[src/rtl/iq_amplitude_phase_difference_unit_defines.svh]
// Assertion helpers for the amplitude / phase difference block.
`ifndef IQ_AMPLITUDE_PHASE_DIFFERENCE_UNIT_DEFINES_SVH
`define IQ_AMPLITUDE_PHASE_DIFFERENCE_UNIT_DEFINES_SVH

// Check a property on every clock edge outside reset.
`define IQAPD_CHECK(lbl, prop, msg) \
  lbl: assert property (@(posedge clk) disable iff (rst) prop) else $error(msg);

// Check a property on every clock edge, reset included.
`define IQAPD_CHECK_ALWAYS(lbl, prop, msg) \
  lbl: assert property (@(posedge clk) prop) else $error(msg);

`endif

[src/rtl/iqapd_pkg.sv]
package iqapd_pkg;

  localparam int SAMPLE_W  = 16;
  localparam int OFFSET_W  = 15;
  localparam int LOG_STEPS = 16;
  localparam int ATAN_W    = 22;

  localparam logic [14:0] OFFSET_RESET = 15'd20480;
  // round(10*log10(2) * 2^24)
  localparam logic [31:0] LOG_K        = 32'd50504453;
  localparam int          HALF_TURN    = 23040;
  localparam int          FULL_TURN    = 46080;

  typedef struct packed {
    logic signed [SAMPLE_W-1:0] in_phase;
    logic signed [SAMPLE_W-1:0] quadrature;
    logic                       start_of_record;
  } in_t;

  typedef struct packed {
    logic signed [15:0] amplitude_db;
    logic signed [15:0] phase_step;
  } out_t;

  // atan(2^-k) in 1/65536 degree
  function automatic logic [ATAN_W-1:0] atan_entry(input logic [4:0] k);
    logic [ATAN_W-1:0] v;
    unique case (k)
      5'd0:  v = 22'd2949120;
      5'd1:  v = 22'd1740967;
      5'd2:  v = 22'd919879;
      5'd3:  v = 22'd466945;
      5'd4:  v = 22'd234379;
      5'd5:  v = 22'd117304;
      5'd6:  v = 22'd58666;
      5'd7:  v = 22'd29335;
      5'd8:  v = 22'd14668;
      5'd9:  v = 22'd7334;
      5'd10: v = 22'd3667;
      5'd11: v = 22'd1833;
      5'd12: v = 22'd917;
      5'd13: v = 22'd458;
      5'd14: v = 22'd229;
      5'd15: v = 22'd115;
      5'd16: v = 22'd57;
      5'd17: v = 22'd29;
      5'd18: v = 22'd14;
      5'd19: v = 22'd7;
      5'd20: v = 22'd4;
      5'd21: v = 22'd2;
      5'd22: v = 22'd1;
      default: v = 22'd0;
    endcase
    return v;
  endfunction

endpackage

[src/rtl/iq_amplitude_phase_difference_unit.sv]
// I/Q amplitude and phase difference unit.
// Input channel (in_valid / in_stall / in_data): one complex sample per
// request, with a start_of_record flag. Output channel (out_valid /
// out_stall / out_data): one result per request, amplitude in 1/256 dB
// less the programmed offset, and the phase step from the previous sample
// in 1/128 degree, wrapped once into -180..180.
// cfg_write_enable / cfg_write_data program the amplitude offset; write it
// only while the block is idle.
// From acceptance to out_valid a sample goes through these steps in
// order: two squaring passes, one normalize step, one loop step per log
// bit / CORDIC stage (both run side by side), one scaling step and one
// result step. A single shared multiplier does the squares, the log mantissa
// squaring and the dB scaling; the loop length sets the rate. in_stall
// stays high from acceptance until the result is loaded into the output
// register, so a new request is taken only after the last result is loaded.
// If the receiver stalls, the result holds in the output register and the
// block waits in its result state until the register frees.
// Synchronous reset clears the sequencer and out_valid, sets the offset to
// 80 dB and the previous phase to zero.
`include "iq_amplitude_phase_difference_unit_defines.svh"

module iq_amplitude_phase_difference_unit #(
  parameter int CORDIC_STAGES = 16
) (
  input  logic                               clk,
  input  logic                               rst,
  input  logic                               in_valid,
  output logic                               in_stall,
  input  iqapd_pkg::in_t                     in_data,
  output logic                               out_valid,
  input  logic                               out_stall,
  output iqapd_pkg::out_t                    out_data,
  input  logic                               cfg_write_enable,
  input  logic [iqapd_pkg::OFFSET_W-1:0]     cfg_write_data
);
  import iqapd_pkg::*;

  localparam int LOOP_LEN = (CORDIC_STAGES > LOG_STEPS) ? CORDIC_STAGES : LOG_STEPS;
  localparam int CNT_W    = $clog2(LOOP_LEN);
  localparam int CW       = 35;  // CORDIC x/y width, sample << 16 plus growth
  localparam int ZW       = 26;  // angle accumulator, 1/65536 degree

  typedef enum logic [2:0] {
    ST_IDLE, ST_SQ_I, ST_SQ_Q, ST_NORM, ST_LOOP, ST_AMP, ST_DONE
  } state_t;

  state_t state;
  logic [CNT_W-1:0] cnt;

  // sample and log path
  logic [15:0] mag_i, mag_q;
  logic        start;
  logic [31:0] power;
  logic        zero;
  logic [4:0]  l_int;
  logic [15:0] frac;
  logic [30:0] xlog;
  logic [15:0] amp_raw;

  // CORDIC path
  logic signed [CW-1:0] cx, cy;
  logic signed [ZW-1:0] cz;
  logic signed [15:0]   phase, prev_phase;

  logic [OFFSET_W-1:0] offset;

  logic accept;
  assign in_stall = (state != ST_IDLE);
  assign accept   = in_valid && !in_stall;

  // Shared multiplier: squares, mantissa squaring, dB scaling.
  logic [31:0] mul_a, mul_b;
  logic [63:0] prod;
  always_comb begin
    unique case (state)
      ST_SQ_I: begin
        mul_a = {16'd0, mag_i};
        mul_b = {16'd0, mag_i};
      end
      ST_SQ_Q: begin
        mul_a = {16'd0, mag_q};
        mul_b = {16'd0, mag_q};
      end
      ST_LOOP: begin
        mul_a = {1'b0, xlog};
        mul_b = {1'b0, xlog};
      end
      ST_AMP: begin
        mul_a = {11'd0, l_int, frac};
        mul_b = LOG_K;
      end
      default: begin
        mul_a = '0;
        mul_b = '0;
      end
    endcase
  end
  assign prod = mul_a * mul_b;

  // Leading one of the power and the Q30 mantissa.
  logic [4:0]  msb;
  logic [30:0] xnorm;
  always_comb begin
    msb = '0;
    for (int b = 0; b < 32; b++) begin
      if (power[b]) msb = 5'(b);
    end
  end
  assign xnorm = 31'(({30'd0, power} << 30) >> msb);

  // Absolute values of the incoming sample.
  logic signed [16:0] i_ext, q_ext;
  logic [15:0]        i_abs, q_abs;
  assign i_ext = 17'(in_data.in_phase);
  assign q_ext = 17'(in_data.quadrature);
  assign i_abs = i_ext[16] ? 16'(-i_ext) : i_ext[15:0];
  assign q_abs = q_ext[16] ? 16'(-q_ext) : q_ext[15:0];

  // CORDIC start point: rotate the left half plane by 180 degrees.
  logic signed [CW-1:0] x0, y0;
  logic signed [ZW-1:0] z0;
  always_comb begin
    x0 = CW'(in_data.in_phase) <<< 16;
    y0 = CW'(in_data.quadrature) <<< 16;
    z0 = '0;
    if (x0 < 0) begin
      z0 = (y0 >= 0) ? ZW'(180 * 65536) : -ZW'(180 * 65536);
      x0 = -x0;
      y0 = -y0;
    end
  end

  // One CORDIC micro-rotation.
  logic signed [CW-1:0] xs, ys, cx_next, cy_next;
  logic signed [ZW-1:0] cz_next, atan_k;
  assign xs     = cx >>> cnt;
  assign ys     = cy >>> cnt;
  assign atan_k = ZW'(atan_entry(5'(cnt)));
  always_comb begin
    if (cy >= 0) begin
      cx_next = cx + ys;
      cy_next = cy - xs;
      cz_next = cz + atan_k;
    end else begin
      cx_next = cx - ys;
      cy_next = cy + xs;
      cz_next = cz - atan_k;
    end
  end

  // One log2 fraction bit.
  logic [31:0] sq;
  assign sq = prod[61:30];

  // Angle to 1/128 degree, round half up, clamp to a half turn.
  logic signed [ZW-1:0] z_rnd, z_sh;
  logic signed [15:0]   phase_next;
  assign z_rnd = cz + ZW'(256);
  assign z_sh  = z_rnd >>> 9;
  always_comb begin
    priority if (zero) begin
      phase_next = '0;
    end else if (z_sh > ZW'(HALF_TURN)) begin
      phase_next = 16'(HALF_TURN);
    end else if (z_sh < -ZW'(HALF_TURN)) begin
      phase_next = -16'(HALF_TURN);
    end else begin
      phase_next = 16'(z_sh);
    end
  end

  // Result: offset, saturate, wrap the step.
  logic [63:0]        amp_rnd;
  logic signed [16:0] amp_diff, step_diff;
  out_t               result;
  assign amp_rnd   = prod + 64'h8000_0000;
  assign amp_diff  = $signed({1'b0, amp_raw}) - $signed({2'b0, offset});
  assign step_diff = 17'(phase) - 17'(prev_phase);
  always_comb begin
    priority if (zero) begin
      result.amplitude_db = 16'sh8000;
    end else if (amp_diff > 17'sd32767) begin
      result.amplitude_db = 16'sh7fff;
    end else if (amp_diff < -17'sd32768) begin
      result.amplitude_db = 16'sh8000;
    end else begin
      result.amplitude_db = 16'(amp_diff);
    end
    priority if (start) begin
      result.phase_step = '0;
    end else if (step_diff > 17'(HALF_TURN)) begin
      result.phase_step = 16'(step_diff - 17'(FULL_TURN));
    end else if (step_diff < -17'(HALF_TURN)) begin
      result.phase_step = 16'(step_diff + 17'(FULL_TURN));
    end else begin
      result.phase_step = 16'(step_diff);
    end
  end

  always_ff @(posedge clk) begin
    if (rst) begin
      state      <= ST_IDLE;
      cnt        <= '0;
      out_valid  <= 1'b0;
      prev_phase <= '0;
      offset     <= OFFSET_RESET;
    end else begin
      if (cfg_write_enable) offset <= cfg_write_data;
      // Drop the result once taken, unless a new one loads this cycle.
      if (out_valid && !out_stall && state != ST_DONE) out_valid <= 1'b0;
      unique case (state)
        ST_IDLE: begin
          if (accept) begin
            mag_i <= i_abs;
            mag_q <= q_abs;
            start <= in_data.start_of_record;
            cx    <= x0;
            cy    <= y0;
            cz    <= z0;
            state <= ST_SQ_I;
          end
        end
        ST_SQ_I: begin
          power <= prod[31:0];
          state <= ST_SQ_Q;
        end
        ST_SQ_Q: begin
          power <= power + prod[31:0];
          state <= ST_NORM;
        end
        ST_NORM: begin
          zero  <= (power == '0);
          l_int <= msb;
          xlog  <= xnorm;
          frac  <= '0;
          cnt   <= '0;
          state <= ST_LOOP;
        end
        ST_LOOP: begin
          if (int'(cnt) < LOG_STEPS) begin
            frac <= {frac[14:0], sq[31]};
            xlog <= sq[31] ? sq[31:1] : sq[30:0];
          end
          if (int'(cnt) < CORDIC_STAGES) begin
            cx <= cx_next;
            cy <= cy_next;
            cz <= cz_next;
          end
          if (cnt == CNT_W'(LOOP_LEN - 1)) begin
            state <= ST_AMP;
          end else begin
            cnt <= cnt + 1'b1;
          end
        end
        ST_AMP: begin
          amp_raw <= amp_rnd[47:32];
          phase   <= phase_next;
          state   <= ST_DONE;
        end
        ST_DONE: begin
          // Hold until the output register is free.
          if (!out_valid || !out_stall) begin
            out_data   <= result;
            out_valid  <= 1'b1;
            prev_phase <= phase;
            state      <= ST_IDLE;
          end
        end
        default: state <= ST_IDLE;
      endcase
    end
  end

  `IQAPD_CHECK(a_accept_starts, accept |=> state == ST_SQ_I, "accept did not start sequencer")
  `IQAPD_CHECK(a_result_from_done, $rose(out_valid) |-> $past(state == ST_DONE), "result without done")
  `IQAPD_CHECK(a_step_range, out_valid |-> (out_data.phase_step <= 16'sd23040 && out_data.phase_step >= -16'sd23040), "phase step out of range")
  `IQAPD_CHECK(a_loop_bound, state == ST_LOOP |-> int'(cnt) < LOOP_LEN, "loop counter overrun")

endmodule
[config.mk]
export PLATFORM = sky130hd
export DESIGN_NAME = iq_amplitude_phase_difference_unit
export DESIGN_NICKNAME = d
export VERILOG_FILES = /design/src/rtl/iqapd_pkg.sv /design/src/rtl/iq_amplitude_phase_difference_unit.sv
export VERILOG_INCLUDE_DIRS = /design/src /design/src/rtl
export SDC_FILE = /design/constraint.sdc
export NUM_CORES = 2
export LEC_CHECK = 0
export ABC_AREA = 1
export BUFFER_PORTS_ARGS = -buffer_cell sky130_fd_sc_hd__buf_2
export CORE_MARGIN = 8
export CORE_UTILIZATION = 46
export DETAILED_ROUTE_END_ITERATION = 8
export PLACE_DENSITY_LB_ADDON = 0.05
export SLEW_MARGIN = 20
export SYNTH_ARGS = -nofsm -noshare
export SYNTH_HDL_FRONTEND = slang
export SYNTH_SLANG_ARGS = --single-unit
[constraint.sdc]
create_clock -name clk -period 10 [get_ports clk]
set_clock_uncertainty 0.05 [all_clocks]
set_input_delay 1 -clock clk [delete_from_list [all_inputs] [get_ports clk]]
set_output_delay 1 -clock clk [all_outputs]
set_load 0.01 [all_outputs]
# == Word level (Yosys, flattened, before mapping) ==
# Memory sizes are Yosys's and may differ from the RTL's. A register that Yosys moved wholly into a read port is not among the register bits.
# Index checks and enable logic that the tools add are counted.
# totals
reg_bits,317
rom_bits,352
inputBits,53
output_inout_bits,34
elab_cells,163
n_memories,1
# classes
addsub,18
mul,1
n_lt_le_gt_ge,9
eq_ne,12
shifts,3
n_mux,69
bitwise,1
reduce_logical,25
# memory_table
name,depth,word_bits,read_ports,rd_ports_with_merged_regs,write_ports,line_no,text
(name not given),16,22,1,1,0,iqapd_pkg.sv:28,unique case (k)
# ops
op,count
31-bit case mux with 4 select lines,2
35-bit 2-to-1 mux,6
5-bit 2-to-1 mux,30
35-bit case mux with 2 select lines,2
26-bit 2-to-1 mux,4
16-bit 2-to-1 mux,5
35-bit adder,2
32-bit negation with 35-bit output,2
35-bit by 4-bit >>> shifter with 35-bit output,2
35-bit subtractor,2
32-bit case mux with 2 select lines,1
31-bit by 31-bit multiplier with 62-bit output,1
31-bit case mux with 2 select lines,1
62-bit by 5-bit >> shifter with 31-bit output,1
26-bit case mux with 2 select lines,1
17-bit by 16-bit greater-than comparator with 1-bit output (second input constant),3
17-bit by 16-bit < comparator with 1-bit output (second input constant),3
48-bit by 32-bit adder with 48-bit output (second input constant),1
15-bit 2-to-1 mux,3
35-bit by 1-bit >= comparator with 1-bit output (second input constant),1
32-bit adder,1
32-bit by 1-bit >= comparator with 1-bit output (second input constant),1
32-bit logical NOT,1
32-bit by 1-bit < comparator with 1-bit output (second input constant),1
33 further kinds,61

# == Longest topological paths before layout ==
# logic_depth
ltp_word,33
mapped_depth,44

# == Worst setup path before layout ==
# Ideal clock, no wire load.
# synth_timing
path_type,reg-to-reg
start,register state[2]
end,"register power[31], data pin"
arrival_ns,8.558
slack_ns,1.133
path_stages_with_launch,39
n_path_buf,1
path_cell_list,dfxtp_1 > inv_1 > nand3_1 > o21ai_0 > a21oi_1 > clkinv_1 > a21oi_1 > clkbuf_1 > nor2_1 > fa_1 > fa_1 > fa_1 > inv_1 > fa_1 > inv_1 > fa_1 > fa_1 > fa_1 > (+3 left out) > ha_1 > nand2_1 > inv_1 > a21oi_1 > inv_1 > a21oi_2 > xnor2_1 > ha_1 > nand2_1 > inv_1 > nand3_1 > o221ai_1 > nand2_1 > nand2_1 > a21boi_0 > or2_2 > nand3_1 > xor2_1
# synth_via
elab_chain_cells,5
# synth_rtl
element,line_no,text
start: declaration,iq_amplitude_phase_difference_unit.sv:47,state_t state;
start signal: assignment,iq_amplitude_phase_difference_unit.sv:202,state <= ST_IDLE;
start signal: assignment,iq_amplitude_phase_difference_unit.sv:220,state <= ST_SQ_I;
start signal: assignment,iq_amplitude_phase_difference_unit.sv:225,state <= ST_SQ_Q;
"3-bit == test, or another cell as far along",iq_amplitude_phase_difference_unit.sv:75,unique case (state)
31-bit case mux with 4 select lines,iq_amplitude_phase_difference_unit.sv:75,
31-bit by 31-bit multiplier with 62-bit output,iq_amplitude_phase_difference_unit.sv:98,assign prod = mul_a * mul_b;
32-bit adder,iq_amplitude_phase_difference_unit.sv:228,power <= power + prod[31:0];
32-bit case mux with 2 select lines (*),iq_amplitude_phase_difference_unit.sv:211,unique case (state)
end signal: assignment,iq_amplitude_phase_difference_unit.sv:224,power <= prod[31:0];
end signal: assignment,iq_amplitude_phase_difference_unit.sv:228,
end: declaration,iq_amplitude_phase_difference_unit.sv:53,logic [31:0] power;
# Every way passes the cells marked *; elsewhere a longest branch is shown, timed or not.
# A chain may end at the register's enable or synchronous reset.

# == Final worst setup path ==
# layout_timing
start,register state[2]
end,"register amp_raw[14], data pin"
# layout_via
elab_chain_cells,4
# layout_rtl
element,line_no,text
"3-bit == test, or another cell as far along",iq_amplitude_phase_difference_unit.sv:75,
31-bit case mux with 4 select lines,iq_amplitude_phase_difference_unit.sv:75,
31-bit by 31-bit multiplier with 62-bit output (*),iq_amplitude_phase_difference_unit.sv:98,
48-bit by 32-bit adder with 48-bit output (*),iq_amplitude_phase_difference_unit.sv:176,assign amp_rnd = prod + 64'h8000_0000;
via amp_rnd[46],iq_amplitude_phase_difference_unit.sv:173,logic [63:0] amp_rnd;
end signal: assignment,iq_amplitude_phase_difference_unit.sv:256,amp_raw <= amp_rnd[47:32];
end: declaration,iq_amplitude_phase_difference_unit.sv:58,logic [15:0] amp_raw;
# Mark *: on every way through the listed nets, which the timed path passes. The rest lies on a longest branch.

==> PnR_summary.wiki <==
{| class="wikitable"
! Metric !! Value
|-
| Cell area after technology mapping || 0.0579 mm²
|-
| GRT Residual Overflow || 0
|-
| Worst vdd ir || 0.142 mV
|-
| Xor/xnor cell area share of the yosys netlist || 0.0383
|-
| Chip height || 371 µm
|-
| Layout Nets || 8858
|-
| Violation count after the first detailed-route iteration || 3842
|-
| Minimum clock period || 9.54 ns
|-
| Clock tree sinks || 339
|-
| Number of nets in the synthesized netlist || 8711
|-
| Starting Density || 0.462
|-
| Std-Cell Core Area || 0.125 mm²
|-
| Warnings, synthesis || 0
|-
| CP peak stage delay || 0.57 ns
|-
| Wirelength, routed || 196 mm
|-
| Die Footprint || 0.137 mm²
|-
| Share of the synthesized area in compound gates (AO/OA/AOI/OAI) || 0.101
|-
| Antenna violations before repair || 22
|-
| Clock transition at the registers of the reported paths || 0.06 ns
|-
| CP required || 10.30 ns
|-
| Number of buffers on the longest clock path || 3
|-
| Element type at the critical path end || register
|-
| Hold buffer count at CTS || 0
|-
| Combined area of the multi-input logic cells || 0.0417 mm²
|-
| Max cap viols || 0
|-
| Syn Area/Cell || 7.83 µm²
|-
| Final weighted congestion in routability-driven placement || 0.958
|-
| Overall power consumption || 8260 µW
|-
| Wire length of the first global-routing pass || 302 mm
|-
| Number of I/O pins || 87
|-
| Clock Latency Late Sink || 0.60 ns
|-
| Static leakage power || 0.0310 µW
|-
| Worst hold-check slack || 0.409 ns
|-
| DRC viols || 0
|-
| CP Launch Type || register
|-
| Worst-case headroom to the max-slew limit || 0.263
|-
| Arrival time at the worst endpoint || 9.84 ns
|-
| Total number of vias || 49300
|-
| IO buf count || 86
|-
| Maximum number of pins on one net before global-route repair || 82
|-
| Unique masters post-synth || 65
|-
| Signed area change from the synthesized netlist to the final layout || 9.17%
|-
| Crit Path Category || register to register
|-
| Max Slew Vio Count || 0
|-
| Drt via density || 5.35
|-
| Arithmetic-cell share of the synthesized area counting full adders, half adders and majority gates || 0.382
|-
| Worst hold path class || register to register
|-
| Final setup viols || 0
|-
| Result of the run || completed
|-
| Final-layout fill cell count || 12600
|-
| Most Frequent Cell on Critical Path || sky130_fd_sc_hd__fa_1
|-
| Final design utilization || 0.504
|-
| Share of synthesized flip-flops with an asynchronous set or reset || 0
|-
| DRT antenna net count || 0
|-
| Detailed-placement wirelength estimate || 161 mm
|-
| Fmax achieved || 0.105 GHz
|-
| Clock buffers created by TritonCTS || 40
|-
| CTS Root Cell || sky130_fd_sc_hd__clkbuf_16
|-
| Post-synthesis simple-gate area fraction || 0.186
|-
| Storage cell area || 0.00957 mm²
|-
| Register area share after synthesis || 0.165
|-
| DR WL/cell || 21.3 µm
|-
| Total global routing track utilization || 0.285
|-
| Via count of the first global-routing pass || 50600
|-
| Width of the die || 371 µm
|-
| # rows || 130
|-
| Share of cell area taken by muxes after synthesis || 0.0104
|-
| Deepest level of the CTS H-tree || 2
|-
| Combinational family with the most area after synthesis || adder cells
|-
| Hold Violations, Final || 0
|-
| Number of enable-type register cells in the synthesized netlist || 278
|-
| Crit share post-route || 0.954
|-
| Ratio of total power to cell area || 131 mW/mm²
|-
| Worst Max-Slew Pin Slew || 1.10 ns
|-
| Final-layout setup total negative slack || 0 ns
|-
| Synthesized netlist cell count || 7395
|-
| Fraction of final layout cells sized beyond drive strength 1 || 0.0736
|-
| Post-synthesis sequential element count || 339
|-
| Leading register cell type out of synthesis || sky130_fd_sc_hd__edfxtp_1
|-
| TritonCTS clock tree || built
|-
| Top fanout value on the critical path || 15
|-
| Crit-path slowest cell || sky130_fd_sc_hd__fa_1
|-
| First-pass iteration count of the detailed router || 8
|}
[Yosys cell counts, types with 32 or more instances]
cell type / number / area share
sky130_fd_sc_hd__a21oi_1: 386 / 0.033
sky130_fd_sc_hd__a31oi_1: 45 / 0.0049
sky130_fd_sc_hd__clkbuf_1: 188 / 0.012
sky130_fd_sc_hd__dfxtp_1: 61 / 0.021
sky130_fd_sc_hd__edfxtp_1: 278 / 0.14
sky130_fd_sc_hd__fa_1: 836 / 0.29
sky130_fd_sc_hd__ha_1: 427 / 0.092
sky130_fd_sc_hd__inv_1: 1492 / 0.097
sky130_fd_sc_hd__mux2i_1: 60 / 0.010
sky130_fd_sc_hd__nand2_1: 1433 / 0.093
sky130_fd_sc_hd__nand3_1: 354 / 0.031
sky130_fd_sc_hd__nand4_1: 34 / 0.0037
sky130_fd_sc_hd__nor2_1: 672 / 0.044
sky130_fd_sc_hd__nor3_1: 58 / 0.0050
sky130_fd_sc_hd__o21a_1: 32 / 0.0042
sky130_fd_sc_hd__o21ai_0: 366 / 0.032
sky130_fd_sc_hd__o21ai_1: 99 / 0.0086
sky130_fd_sc_hd__xnor2_1: 96 / 0.015
sky130_fd_sc_hd__xor2_1: 157 / 0.024
[state kept, by name (all words and copies together), names as in the netlist, 22 cells and up]
name / count
atan_k: 22
cx: 35
cy: 35
cz: 26
out_data: 32
power: 32
xlog: 31
[report_power, final]
part	internal [µW]	total [µW]	leakage [µW]	switching (µW)
combinational	1830	4920	0.0273	3090
clock	856	1510	0.000634	652
sequential	1710	1840	0.00309	122
total	4400	8260	0.0310	3860
[cells by family (layout without fill, tap and decap cells)]
family | after synthesis | count (layout)
buffers and inverters | 1786 | 1964
AOI/OAI and AO/OA | 1063 | 1063
xor gates and xnor gates | 253 | 253
muxes | 60 | 60
and+or+nand+nor | 2631 | 2631
adders and majority gates | 1263 | 1263
other | 0 | 4
DFF | 339 | 339
[routing by layer]
layer,routed length (µm),vias up,track usage
li1,-,23400,-
met1,82600,24100,0.377
met2,95100,1498,0.495
met3,10900,339,0.0263
met4,7750,2,0.0905
met5,13,-,0
[worst paths after layout]
check | from | endpoint | slack (ns) | cells after the start
setup reg to reg | state[2]$_SDFFE_PP0P_ | amp_raw[14]$_DFFE_PP_ | 0.46 | 41
setup / recovery | state[2]$_SDFFE_PP0P_ | amp_raw[14]$_DFFE_PP_ | 0.46 | 41
hold reg to reg | prev_phase[5]$_SDFFE_PP0P_ | prev_phase[5]$_SDFFE_PP0P_ | 0.41 | 2
hold / removal | prev_phase[5]$_SDFFE_PP0P_ | prev_phase[5]$_SDFFE_PP0P_ | 0.41 | 2
[layout make-up]
class,count,area share
antenna,4,0.000158
tap,1650,0.0327
timing repair buffer,363,0.0438
inverter,1528,0.0909
sequential,339,0.152
multi-input combinational,5270,0.660
clock inverter,18,0.00347
clock buffer,55,0.0174
[cells in the final DEF (no fill, tap or decap), types with 27 or more instances in the layout]
cell type                   count
sky130_fd_sc_hd__a21oi_1      370
sky130_fd_sc_hd__a31oi_1       44
sky130_fd_sc_hd__buf_2         86
sky130_fd_sc_hd__buf_4        253
sky130_fd_sc_hd__clkbuf_16     41
sky130_fd_sc_hd__dfxtp_1       57
sky130_fd_sc_hd__edfxtp_1     278
sky130_fd_sc_hd__fa_1         836
sky130_fd_sc_hd__ha_1         427
sky130_fd_sc_hd__inv_1       1486
sky130_fd_sc_hd__mux2i_1       60
sky130_fd_sc_hd__nand2_1     1431
sky130_fd_sc_hd__nand3_1      354
sky130_fd_sc_hd__nand4_1       34
sky130_fd_sc_hd__nor2_1       658
sky130_fd_sc_hd__nor3_1        56
sky130_fd_sc_hd__o21a_1        32
sky130_fd_sc_hd__o21ai_0      361
sky130_fd_sc_hd__o21ai_1      101
sky130_fd_sc_hd__or2_2         27
sky130_fd_sc_hd__xnor2_1       96
sky130_fd_sc_hd__xor2_1       157
[timing repair]
action	CTS	global route
setup endpoints to repair	5	45
setup buffers	0	11
resized for setup	1	30
pin swaps	0	2
[through the flow]
step / worst slack [ns] / std cells / area [µm²]
floorplan: 1.13 / 7395 / 57900
global placement: 0.100 / 9139 / 61700
detailed placement: -0.00261 / 9139 / 61700
CTS: 0.0908 / 9212 / 63000
global route: -0.00619 / 9224 / 63200
finish: 0.462 / 9227 / 63200
[worst max-delay path: cells and delay by family, from the launching register on]
family | cells | cell delay [ns]
AND/OR/NAND/NOR | 8 | 0.74
XOR/XNOR | 1 | 0.23
adder cells (fa/ha/maj) | 9 | 4.33
flip-flops | 1 | 0.36
buffers and inverters | 12 | 1.50
AO/OA/AOI/OAI | 11 | 2.08
Power figures use the tool's default switching activity.
